**src/hdl/rsd_pkg.sv**
```systemverilog
// Shared types, constants and register indexes of the radio sub-packet deframer.
package rsd_pkg;

   localparam int NumSlotsDef = 4;
   localparam int MaxFrameDef = 32;

   localparam int ByteW  = 8;
   localparam int FlenW  = 6;
   localparam int PosW   = 5;
   localparam int CsrIdxW = 3;

   localparam logic [ByteW-1:0] PadLow  = 8'h00;
   localparam logic [ByteW-1:0] PadHigh = 8'hFF;

   localparam logic [CsrIdxW-1:0] CSR_SLOT0       = 3'd0;
   localparam logic [CsrIdxW-1:0] CSR_UNKNOWN_EN  = 3'd4;
   localparam logic [CsrIdxW-1:0] CSR_CATCHALL_EN = 3'd5;

   typedef enum logic [1:0] {
      PH_ID   = 2'd0,
      PH_LEN  = 2'd1,
      PH_DATA = 2'd2
   } phase_type;

   typedef enum logic [1:0] {
      KIND_PAYLOAD = 2'd0,
      KIND_EMPTY   = 2'd1,
      KIND_DROP    = 2'd2
   } kind_type;

   typedef struct packed {
      logic unknown_en;
      logic catchall_en;
   } cfg_type;

   typedef struct packed {
      kind_type         kind;
      logic [ByteW-1:0] prog_id;
      logic [PosW-1:0]  payload_len;
      logic [ByteW-1:0] payload_byte;
      logic [PosW-1:0]  byte_index;
      logic             last_of_packet;
      logic             registered_hit;
      logic [1:0]       hit_slot;
      logic             to_unknown;
      logic             to_catchall;
   } result_type;

endpackage

```
**src/hdl/rsd_csr.sv**
```systemverilog
// Configuration registers: registered slot IDs and consumer enables.
module rsd_csr #(
   parameter int NUM_SLOTS = rsd_pkg::NumSlotsDef
) (
   input  logic                          clock,
   input  logic                          reset,
   input  logic                          wr_en,
   input  logic [rsd_pkg::CsrIdxW-1:0]   wr_index,
   input  logic [rsd_pkg::ByteW-1:0]     wr_data,
   output logic [rsd_pkg::ByteW-1:0]     slot_ids [NUM_SLOTS],
   output rsd_pkg::cfg_type              cfg
);
   import rsd_pkg::*;

   logic [ByteW-1:0] slot_ff [NUM_SLOTS];
   logic [ByteW-1:0] slot_in [NUM_SLOTS];
   cfg_type          cfg_ff;
   cfg_type          cfg_in;

   always_comb begin
      slot_in = slot_ff;
      cfg_in  = cfg_ff;
      if (wr_en) begin
         for (int i = 0; i < NUM_SLOTS; i++) begin
            if (wr_index == CSR_SLOT0 + CsrIdxW'(i)) begin
               slot_in[i] = wr_data;
            end
         end
         unique case (wr_index)
            CSR_UNKNOWN_EN:  cfg_in.unknown_en  = wr_data[0];
            CSR_CATCHALL_EN: cfg_in.catchall_en = wr_data[0];
            default: ;
         endcase
      end
   end

   always_ff @(posedge clock) begin
      if (reset) begin
         for (int i = 0; i < NUM_SLOTS; i++) begin
            slot_ff[i] <= PadHigh;
         end
         cfg_ff <= '0;
      end else begin
         slot_ff <= slot_in;
         cfg_ff  <= cfg_in;
      end
   end

   assign slot_ids = slot_ff;
   assign cfg      = cfg_ff;

endmodule

```
**src/hdl/rsd_slot_match.sv**
```systemverilog
// Compares a program ID against the registered slots and picks the lowest hit.
module rsd_slot_match #(
   parameter int NUM_SLOTS = rsd_pkg::NumSlotsDef
) (
   input  logic [rsd_pkg::ByteW-1:0] prog_id,
   input  logic [rsd_pkg::ByteW-1:0] slot_ids [NUM_SLOTS],
   output logic                      hit,
   output logic [1:0]                slot
);
   import rsd_pkg::*;

   always_comb begin
      hit  = 1'b0;
      slot = 2'd0;
      for (int i = NUM_SLOTS - 1; i >= 0; i--) begin
         if (slot_ids[i] != PadLow && slot_ids[i] != PadHigh && slot_ids[i] == prog_id) begin
            hit  = 1'b1;
            slot = 2'(i);
         end
      end
   end

endmodule

```
**src/hdl/rsd_parser.sv**
```systemverilog
// Frame parser: parse state registers and the per-byte next-state and result logic.
module rsd_parser #(
   parameter int NUM_SLOTS = rsd_pkg::NumSlotsDef,
   parameter int MAX_FRAME = rsd_pkg::MaxFrameDef
) (
   input  logic                      clock,
   input  logic                      reset,
   input  logic                      step,
   input  logic [rsd_pkg::ByteW-1:0] rx_byte,
   input  logic                      frame_start,
   input  logic [rsd_pkg::FlenW-1:0] frame_len,
   input  rsd_pkg::cfg_type          cfg,
   input  logic [rsd_pkg::ByteW-1:0] slot_ids [NUM_SLOTS],
   output logic                      res_valid,
   output rsd_pkg::result_type       res
);
   import rsd_pkg::*;

   localparam logic [FlenW-1:0] MaxFrameC = FlenW'(MAX_FRAME);

   phase_type        phase_ff, phase_in;
   logic [PosW-1:0]  pos_ff, pos_in;
   logic [ByteW-1:0] id_ff, id_in;
   logic [PosW-1:0]  len_ff, len_in;
   logic [PosW-1:0]  count_ff, count_in;
   logic             drop_ff, drop_in;

   phase_type        ph_cur;
   logic [PosW-1:0]  pos_cur;
   logic             drop_cur;
   logic [FlenW-1:0] flen;
   logic [FlenW-1:0] pos_ext;
   logic [FlenW-1:0] pos_next;
   logic [8:0]       len_end;
   logic             last;
   logic             flags;
   logic             hit;
   logic [1:0]       slot;

   assign flen     = (frame_len > MaxFrameC) ? MaxFrameC : frame_len;
   assign ph_cur   = frame_start ? PH_ID : phase_ff;
   assign pos_cur  = frame_start ? '0 : pos_ff;
   assign drop_cur = frame_start ? 1'b0 : drop_ff;
   assign pos_ext  = {1'b0, pos_cur};
   assign pos_next = pos_ext + FlenW'(1);
   assign len_end  = 9'(pos_cur) + 9'(rx_byte);
   assign last     = (FlenW'(count_ff) + FlenW'(1)) == FlenW'(len_ff);

   always_comb begin
      phase_in  = phase_ff;
      pos_in    = pos_ff;
      drop_in   = drop_ff;
      id_in     = id_ff;
      len_in    = len_ff;
      count_in  = count_ff;
      res_valid = 1'b0;
      flags     = 1'b0;
      res       = '0;
      res.kind    = KIND_PAYLOAD;
      res.prog_id = id_ff;
      if (step) begin
         phase_in = ph_cur;
         pos_in   = pos_cur;
         drop_in  = drop_cur;
         if (!drop_cur) begin
            if (pos_ext >= flen) begin
               drop_in = 1'b1;
            end else begin
               unique case (ph_cur)
                  PH_LEN: begin
                     if (len_end < 9'(flen)) begin
                        if (rx_byte == PadLow) begin
                           res_valid          = 1'b1;
                           flags              = 1'b1;
                           res.kind           = KIND_EMPTY;
                           res.last_of_packet = 1'b1;
                           phase_in           = PH_ID;
                        end else begin
                           len_in   = rx_byte[PosW-1:0];
                           count_in = '0;
                           phase_in = PH_DATA;
                        end
                     end else begin
                        res_valid = 1'b1;
                        res.kind  = KIND_DROP;
                        drop_in   = 1'b1;
                     end
                  end
                  PH_DATA: begin
                     res_valid          = 1'b1;
                     flags              = 1'b1;
                     res.kind           = KIND_PAYLOAD;
                     res.payload_len    = len_ff;
                     res.payload_byte   = rx_byte;
                     res.byte_index     = count_ff;
                     res.last_of_packet = last;
                     count_in           = count_ff + PosW'(1);
                     if (last) begin
                        phase_in = PH_ID;
                     end
                  end
                  default: begin
                     phase_in = PH_ID;
                     if (rx_byte != PadLow && rx_byte != PadHigh) begin
                        if (pos_next >= flen) begin
                           res_valid   = 1'b1;
                           res.kind    = KIND_DROP;
                           res.prog_id = rx_byte;
                           drop_in     = 1'b1;
                        end else begin
                           id_in    = rx_byte;
                           phase_in = PH_LEN;
                        end
                     end
                  end
               endcase
               if (pos_next >= flen) begin
                  drop_in = 1'b1;
               end
               pos_in = pos_next[PosW-1:0];
            end
         end
         res.registered_hit = flags & hit;
         res.hit_slot       = (flags & hit) ? slot : 2'd0;
         res.to_unknown     = flags & ~hit & cfg.unknown_en;
         res.to_catchall    = flags & cfg.catchall_en;
      end
   end

   rsd_slot_match #(
      .NUM_SLOTS(NUM_SLOTS)
   ) u_match (
      .prog_id (id_ff),
      .slot_ids(slot_ids),
      .hit     (hit),
      .slot    (slot)
   );

   always_ff @(posedge clock) begin
      if (reset) begin
         phase_ff <= PH_ID;
         pos_ff   <= '0;
         id_ff    <= '0;
         len_ff   <= '0;
         count_ff <= '0;
         drop_ff  <= 1'b0;
      end else begin
         phase_ff <= phase_in;
         pos_ff   <= pos_in;
         id_ff    <= id_in;
         len_ff   <= len_in;
         count_ff <= count_in;
         drop_ff  <= drop_in;
      end
   end

endmodule

```
**src/hdl/radio_subpacket_deframer.sv**
```systemverilog
// Radio sub-packet deframer top level: input register, parser and result register.
// The block takes one frame byte per clock cycle unless the result channel stalls it, and
// gives at most one result per byte. A byte is held in an input register, parsed and
// matched against the slot table combinationally, and its result is held in a result
// register, which drives the result channel. The input side keeps taking bytes while a
// result waits, as long as the input register is empty or the result register is free or
// is being emptied in the same cycle. Configuration writes are taken in every cycle and
// must only be made while the block is idle.
module radio_subpacket_deframer #(
   parameter int NUM_SLOTS = rsd_pkg::NumSlotsDef,
   parameter int MAX_FRAME = rsd_pkg::MaxFrameDef
) (
   input  logic                        clock,
   input  logic                        reset,
   input  logic                        req_valid,
   output logic                        req_ready,
   input  logic [7:0]                  req_rx_byte,
   input  logic                        req_frame_start,
   input  logic [5:0]                  req_frame_len,
   output logic                        rsp_valid,
   input  logic                        rsp_ready,
   output logic [1:0]                  rsp_kind,
   output logic [7:0]                  rsp_prog_id,
   output logic [4:0]                  rsp_payload_len,
   output logic [7:0]                  rsp_payload_byte,
   output logic [4:0]                  rsp_byte_index,
   output logic                        rsp_last_of_packet,
   output logic                        rsp_registered_hit,
   output logic [1:0]                  rsp_hit_slot,
   output logic                        rsp_to_unknown,
   output logic                        rsp_to_catchall,
   input  logic                        csr_valid,
   output logic                        csr_ready,
   input  logic [rsd_pkg::CsrIdxW-1:0] csr_index,
   input  logic [7:0]                  csr_wdata
);
   import rsd_pkg::*;

   logic             in_valid_ff, in_valid_in;
   logic [ByteW-1:0] in_byte_ff;
   logic             in_start_ff;
   logic [FlenW-1:0] in_len_ff;
   logic             out_valid_ff, out_valid_in;
   result_type       out_ff;
   logic             advance;
   logic             req_take;
   logic             par_valid;
   result_type       par_res;
   cfg_type          cfg;
   logic [ByteW-1:0] slot_ids [NUM_SLOTS];

   assign advance     = in_valid_ff & (~out_valid_ff | rsp_ready);
   assign req_ready   = ~in_valid_ff | advance;
   assign req_take    = req_valid & req_ready;
   assign in_valid_in = req_take | (in_valid_ff & ~advance);
   assign out_valid_in = advance ? par_valid : (out_valid_ff & ~rsp_ready);
   assign csr_ready   = 1'b1;

   rsd_csr #(
      .NUM_SLOTS(NUM_SLOTS)
   ) u_csr (
      .clock   (clock),
      .reset   (reset),
      .wr_en   (csr_valid),
      .wr_index(csr_index),
      .wr_data (csr_wdata),
      .slot_ids(slot_ids),
      .cfg     (cfg)
   );

   rsd_parser #(
      .NUM_SLOTS(NUM_SLOTS),
      .MAX_FRAME(MAX_FRAME)
   ) u_parser (
      .clock      (clock),
      .reset      (reset),
      .step       (advance),
      .rx_byte    (in_byte_ff),
      .frame_start(in_start_ff),
      .frame_len  (in_len_ff),
      .cfg        (cfg),
      .slot_ids   (slot_ids),
      .res_valid  (par_valid),
      .res        (par_res)
   );

   always_ff @(posedge clock) begin
      if (reset) begin
         in_valid_ff  <= 1'b0;
         out_valid_ff <= 1'b0;
      end else begin
         in_valid_ff  <= in_valid_in;
         out_valid_ff <= out_valid_in;
      end
   end

   always_ff @(posedge clock) begin
      if (req_take) begin
         in_byte_ff  <= req_rx_byte;
         in_start_ff <= req_frame_start;
         in_len_ff   <= req_frame_len;
      end
      if (advance && par_valid) begin
         out_ff <= par_res;
      end
   end

   assign rsp_valid          = out_valid_ff;
   assign rsp_kind           = out_ff.kind;
   assign rsp_prog_id        = out_ff.prog_id;
   assign rsp_payload_len    = out_ff.payload_len;
   assign rsp_payload_byte   = out_ff.payload_byte;
   assign rsp_byte_index     = out_ff.byte_index;
   assign rsp_last_of_packet = out_ff.last_of_packet;
   assign rsp_registered_hit = out_ff.registered_hit;
   assign rsp_hit_slot       = out_ff.hit_slot;
   assign rsp_to_unknown     = out_ff.to_unknown;
   assign rsp_to_catchall    = out_ff.to_catchall;

endmodule

```
**config.mk**
```make
export PLATFORM = sky130hd
export DESIGN_NAME = radio_subpacket_deframer
export DESIGN_NICKNAME = d
export VERILOG_FILES = /design/src/hdl/rsd_pkg.sv /design/src/hdl/rsd_csr.sv /design/src/hdl/rsd_slot_match.sv /design/src/hdl/rsd_parser.sv /design/src/hdl/radio_subpacket_deframer.sv
export SDC_FILE = /design/constraint.sdc
export NUM_CORES = 1
export LEC_CHECK = 0
export BUFFER_PORTS_ARGS = -buffer_cell sky130_fd_sc_hd__buf_4
export CAP_MARGIN = 40
export CORE_MARGIN = 3
export CORE_UTILIZATION = 65
export CTS_BUF_LIST = sky130_fd_sc_hd__clkbuf_8
export DETAILED_ROUTE_END_ITERATION = 6
export GPL_TIMING_DRIVEN = 0
export PLACE_DENSITY_LB_ADDON = 0.3
export RECOVER_POWER = 25
export SYNTH_ARGS = -nofsm -noshare
export SYNTH_HDL_FRONTEND = slang
export SYNTH_SLANG_ARGS = --single-unit
```
**constraint.sdc**
```tcl
create_clock -name clock -period 8.2 [get_ports clock]
set_input_delay 0 -clock clock [delete_from_list [all_inputs] [get_ports clock]]
set_output_delay 0 -clock clock [all_outputs]
set_load 0.05 [all_outputs]
```
# ---- Word level (Yosys, flattened, before mapping)
# Index checks and enable logic that the tools add are counted.
dict set report op_classes {
  bitwise_logic 23
  n_addsub 4
  reduce_logical 32
  n_lt_le_gt_ge 4
  eq_ne 19
  muxes 56
}
# cell n
set op_table {}
lappend op_table {{27-bit two-way mux} 2}
lappend op_table {{8-bit != test (second input constant)} 5}
lappend op_table {{8-bit nonzero test} 5}
lappend op_table {{8-bit == test} 4}
lappend op_table {{32-bit two-way mux} 1}
lappend op_table {{2-bit two-way mux} 13}
lappend op_table {{5-bit two-way mux} 5}
lappend op_table {{1-bit two-way mux} 24}
lappend op_table {{10-bit two-way mux} 2}
lappend op_table {{18-bit two-way mux} 1}
lappend op_table {{6-bit AND reduction} 3}
lappend op_table {{5-bit by 1-bit adder with 6-bit output (second input constant)} 2}
lappend op_table {{1-bit inverter} 12}
lappend op_table {{2-bit AND reduction} 6}
lappend op_table {{1-bit logical AND} 10}
lappend op_table {{5-bit one-hot mux with 2 select lines} 1}
lappend op_table {{5-bit by 8-bit adder with 9-bit output} 1}
lappend op_table {{9-bit by 6-bit < comparator with 1-bit output} 1}
lappend op_table {{1-bit AND} 8}
lappend op_table {{8-bit zero test} 1}
lappend op_table {{8-bit two-way mux} 1}
lappend op_table {{2-bit one-hot mux with 2 select lines} 2}
lappend op_table {{4-bit OR reduction} 2}
lappend op_table {{3-bit by 2-bit == test with 1-bit output (second input constant)} 2}
lappend op_table {{18 further kinds} 24}
dict set report word_totals {
  output_inout_bits 37
  input_bits 31
  elab_cells 166
  reg_bits 111
}

# ---- Logic depth before layout (Yosys ltp)
dict set report depth {
  ltp_word 11
  ltp_mapped 16
  ltp_nobuf 13
}

# ---- Modules after synthesis
# From an unflattened synthesis, not the netlist that was laid out.
dict set report unflattened {
  hier_cells 601
  hier_area_um2 6177.2
}
# module n_inst cells_per_inst seq_area_each_um2 area_per_inst_um2
set by_module_without_submodules {}
lappend by_module_without_submodules {rsd_parser 1 335 520.5 2748.9}
lappend by_module_without_submodules {radio_subpacket_deframer 1 62 1511.4 1589.0}
lappend by_module_without_submodules {rsd_csr 1 126 680.7 1298.7}
lappend by_module_without_submodules {rsd_slot_match 1 78 0.0 540.5}

# ---- Worst setup path before layout
# Ideal clock, no wire load.
dict set report synth_path {
  path_type {register to register}
  start {register in_start_ff}
  end {register out_ff, in the netlist rsp_byte_index[0], enable pin}
  setup_slack_ns 4.217
  period_less_slack_ns 3.983
  setup_ns 0.325
  arrival_ns 3.658
  path_buffers 2
  stages_incl_launch_ff 16
  required_time_ns 7.875
  path_cell_list {edfxtp_1 clkbuf_2 clkbuf_1 nor2b_1 ha_1 maj3_1 o21ba_2 or2_2 a41oi_1 xnor2_1 ha_1 o21a_1 a211oi_1 o21a_1 nand3_1 a31o_2}
}
dict set report synth_via {
  elab_chain_cells 10
  word_cells_on_any_way 18
  classes_between {add/sub: 2; order compare: 3; eq/ne: 2; mux: 10; reduce/logical: 1}
}
# element line
set synth_rtl {}
lappend synth_rtl {{from (decl)} radio_subpacket_deframer.sv:41} ;# logic in_start_ff;
lappend synth_rtl {{from (signal assigned)} radio_subpacket_deframer.sv:100} ;# in_start_ff <= req_frame_start;
lappend synth_rtl {{parallel branches: the longest is 7 deep, another holds 5-bit by 8-bit adder with 9-bit output} -}
lappend synth_rtl {{1-bit two-way mux *} rsd_parser.sv:65} ;# if (!drop_cur) begin
lappend synth_rtl {{1-bit two-way mux *} rsd_parser.sv:61} ;# if (step) begin
lappend synth_rtl {{1-bit logical AND *} radio_subpacket_deframer.sv:103} ;# if (advance && par_valid) begin
lappend synth_rtl {{to (signal assigned)} radio_subpacket_deframer.sv:104} ;# out_ff <= par_res;
lappend synth_rtl {{to (decl)} radio_subpacket_deframer.sv:44} ;# result_type out_ff;
# Every way passes the cells marked *.
# A chain may end at the register's enable or synchronous reset.

# ---- Worst setup path in the final report
dict set report layout_path {
  start {register in_start_ff}
  end {register out_ff, in the netlist rsp_prog_id[7], enable pin}
}
# Same word-level chain as after synthesis.

==> run_results.csv <==
group,metric,value,unit
floorplanning,die_area,10390,um^2
power_and_ir_drop,p_leak,2.807,nW
final_layout,nets,784,
critical_path,crit_chain,"clkbuf_2 > clkbuf_1 > nor2b_1 > ha_1 > maj3_1 > o21ba_2 > or2_2 > a41oi_1 > xnor2_1 > ha_1 > o21a_1 > a211oi_1 > o21a_1 > nand3_1 > a31o_2",
floorplanning,core_area,8848,um^2
final_layout,area_growth,16.44,%
critical_path,crit_type,"flip-flop to flip-flop",
logic_synthesis,synth_edf_count,49,
hold_path,min_to,"u_csr.cfg[0]$_SDFFE_PP0P_",
clock_tree,cts_tree,"built",
logic_synthesis,synth-simple-area-share,0.1966,
sta,skew,20.26,ps
clock_tree,clockRootBuffer,"clkbuf_8",
sta,final.period_utilization,0.6043,
floorplanning,fp.dieW,101.9,um
sta,final_hold_viol_count,0,
routing,drt-wirelength-per-cell,18.70,um
logic_synthesis,synth-xor-area-share,0.06087,
logic_synthesis,yosys_warnings,0,
global_route,grt_max_degree,35,
global_route,globalRouteTotalUtil,0.3050,
critical_path,cpLargestDelayFamily,"compound AO/OA/AOI/OAI gates",
final_layout,stdcell_area,6965,um^2
hold_path,holdCritPathClass,"primary input to flip-flop",
critical_path,timing.rr.start,"in_start_ff$_DFFE_PP_",
logic_synthesis,synthAdderAreaFrac,0.04978,
critical_path,worstPathRequired,8240,ps
final_layout,antenna_cells,0,
status,outcome,"complete, but fails checks",
global_route,antenna_found_initial,0,
critical_path,r2r_end,"rsp_prog_id[7]$_DFFE_PP_",
critical_path,critPathArrivalTime,5000,ps
sta,rsz0062_at_grt,"false",
global_route,grt_overflow,0,
routing,detail-route-antenna-nets,0,
critical_path,rrSetupSlack,3240,ps
logic_synthesis,syn_inst,630,
placement,routabilityCongestion,0.9761,
logic_synthesis,synth-seq-area-share,0.4535,
logic_synthesis,synth_top_family_by_area,"simple AND/OR/NAND/NOR gates",
logic_synthesis,ys.flop_type,"dfxtp_1",
global_route,grt_pass1_vias,5297,
critical_path,cp-start-kind,"flip-flop",
sta,fmax,0.2018,GHz
sta,finalSetupTns,0,ps
flow_run,cap_violations,0,
floorplanning,die_h,101.9,um
clock_tree,clk_pin_slew,120,ps
power_and_ir_drop,total_power,1.080,mW
floorplanning,rows,34,
logic_synthesis,synth_compound_area_frac,0.1514,
sta,setup_viol,0,
hold_path,min_from,"csr_index[2]",
global_route,grt_pass1_wl,24930,um
clock_tree,clock_path_buffers,2,
critical_path,endpoint_kind,"flip-flop",
routing,drt-vias-per-instance,6.419,
status,violations,"design-rule violations",
logic_synthesis,synthMuxAreaShare,0.04518,
final_layout,final_layout_size_suffix_gt1_frac,0.1279,
logic_synthesis,async_reset_ff_frac,0,
placement,place.port_buffers,64,
logic_synthesis,syn_area,5982,um^2
power_and_ir_drop,power_density,155.1,nW/um^2
logic_synthesis,synth_cell_types,73,
critical_path,critPathSlowestCell,"a31o_2",
logic_synthesis,ys_ff_latch,111,
routing,first_pass_iters,7,
critical_path,worstRegToRegCells,15,
logic_synthesis,synth_area_per_cell,9.495,um^2
critical_path,slowest_delay,520,ps
logic_synthesis,syn_nets,684,
clock_tree,clock_latency,380,ps
clock_tree,h-tree-depth,3,
routing,drtIter0Drc,562,
clock_tree,cts.sinks,111,
power_and_ir_drop,ir_drop,0.00009007,V
sta,finalHoldWorstSlack,4.648,ps
sta,drv_slew,0,
floorplanning,start_util,0.6760,
sta,min_period,4956,ps
sta,tightest_slew,831.8,ps
hold_path,whs_path_depth,4,
placement,hpwl,11140,um
critical_path,path_max_fanout,34,
final_layout,final_core_util,0.7872,
critical_path,critPathBufInv,2,
routing,vias,5411,
placement,place_area,6598,um^2
routing,wirelength,15760,um
clock_tree,cts_inserted_buffers,9,
routing,drc,1,
sta,relSlewSlack,0.4455,
final_layout,fill_cells,600,
floorplanning,io_pins,68,
==> kinds of logic (layout without fill, tap and decap cells) <==
logic type / count (synthesis) / after routing
mux: 26 / 26
compound gates: 126 / 126
buf+inv: 64 / 169
xor+xnor: 40 / 40
simple gates: 238 / 238
fa+ha+maj: 24 / 24
flops: 111 / 111
other cells: 1 / 1
==> routing by layer <==
metal | GRT usage | share of wire
met4 | 0.1504 | 0.039
met1 | 0.3759 | 0.39
met2 | 0.5131 | 0.47
met5 | 0 | 0
met3 | 0.06007 | 0.098
==> through the flow <==
| step | std cells | setup WS, ps |
|---|---|---|
| after global routing | 843 | 2942 |
| after detailed placement | 802 | 3425 |
| final | 843 | 3244 |
| after global placement | 802 | 3578 |
| after floorplan | 630 | 4217 |
| after CTS | 843 | 3382 |
==> state kept, by name (all words and copies together) (netlist names), 2 cells and up <==
| register | count |
|---|---|
| u_parser.len_ff | 5 |
| rsp_kind | 2 |
| u_parser.id_ff | 8 |
| rsp_payload_byte | 8 |
| rsp_payload_len | 5 |
| u_parser.phase_ff | 2 |
| rsp_prog_id | 8 |
| u_parser.pos_ff | 5 |
| u_csr.cfg | 2 |
| rsp_hit_slot | 2 |
| rsp_byte_index | 5 |
| u_parser.count_ff | 5 |
| in_len_ff | 6 |
| in_byte_ff | 8 |
| u_csr.slot_ids | 32 |
==> worst reg2reg max path: stages, from the launching register on <==
cell and delay (ps):
edfxtp_1 410, clkbuf_2 250, clkbuf_1 390, nor2b_1 190, ha_1 300, maj3_1 420, o21ba_2 220, or2_2 270
a41oi_1 270, xnor2_1 200, ha_1 280, o21a_1 110, a211oi_1 380, o21a_1 280, nand3_1 140, a31o_2 520
==> where the power goes <==
group / internal (mW) / switching [mW] / leakage, nW / total (mW)
logic: 0.0553 / 0.0920 / 1.76 / 0.147
clock network: 0.120 / 0.208 / 0.0949 / 0.328
registers: 0.592 / 0.0128 / 0.956 / 0.605
==> layout by cell type, fill, tap and decap left out, types with 14 or more instances in the layout <==
| cell type | Yosys | final |
|---|---|---|
| xor2_1 | 31 | 31 |
| ha_1 | 23 | 23 |
| dlygate4sd3_1 | 0 | 25 |
| inv_1 | 25 | 25 |
| nor3_1 | 14 | 14 |
| mux2i_1 | 18 | 18 |
| nor2_1 | 32 | 32 |
| nand3_1 | 39 | 39 |
| clkbuf_4 | 0 | 15 |
| o21ai_0 | 26 | 26 |
| buf_4 | 1 | 28 |
| and3_1 | 16 | 16 |
| nand2_1 | 77 | 77 |
| a21oi_1 | 20 | 20 |
| edfxtp_1 | 49 | 49 |
| dfxtp_1 | 62 | 62 |
| clkbuf_1 | 31 | 53 |
==> how the worst max path moves through the flow <==
stage	from	to	slack, ps	cells after the start
floorplan	in_start_ff$_DFFE_PP_	rsp_byte_index[0]$_SDFFCE_PP0P_	4220	15
detailed placement	in_start_ff$_DFFE_PP_	rsp_to_catchall$_SDFFCE_PN0P_	3430	15
finish	in_start_ff$_DFFE_PP_	rsp_prog_id[7]$_DFFE_PP_	3240	15
global route	in_start_ff$_DFFE_PP_	rsp_prog_id[0]$_DFFE_PP_	2940	15
CTS	in_start_ff$_DFFE_PP_	rsp_kind[0]$_SDFFCE_PP0P_	3380	15
global placement	in_start_ff$_DFFE_PP_	rsp_to_unknown$_SDFFCE_PN0P_	3580	15
==> layout make-up <==
type | instances | area (um^2) | area share
clock inverters | 7 | 76.32 | 0.01096
clock buffers | 9 | 123.9 | 0.01778
flip-flops and latches | 111 | 2713 | 0.3894
well taps | 108 | 135.1 | 0.01940
multi-input cells | 455 | 3018 | 0.4333
inverters | 25 | 93.84 | 0.01347
repair buffers | 89 | 648.1 | 0.09305
plain buffers | 39 | 157.7 | 0.02263
==> synthesized netlist by cell type, drive strengths merged, types with 5 or more instances <==
cell type   n  area share
a22oi       6      0.0075
xnor2       8       0.012
a21oi      20       0.017
buf         7      0.0061
or2         6      0.0063
nor4       11       0.012
nand3      39       0.033
inv        25       0.016
a211oi      5      0.0063
nand2b      9      0.0094
nand2      77       0.048
ha         23       0.048
nand4       6      0.0063
o2111ai     6      0.0088
dfxtp      62        0.21
o21ai      30       0.026
xor2       31       0.045
and3       16       0.017
and2        5      0.0052
nor2       33       0.021
o211ai      9       0.011
mux2i      18       0.030
nor2b      11       0.012
mux2        8       0.015
edfxtp     49        0.25
nor3       14       0.012
clkbuf     32       0.020
==> timing repair <==
| item | in CTS | in global routing |
|---|---|---|
| resized for setup | 0 | 0 |
| setup buffers | 0 | 0 |
| hold endpoints to repair | 50 | 0 |
| hold buffers | 25 | 0 |
Power figures use the tool's default switching activity.
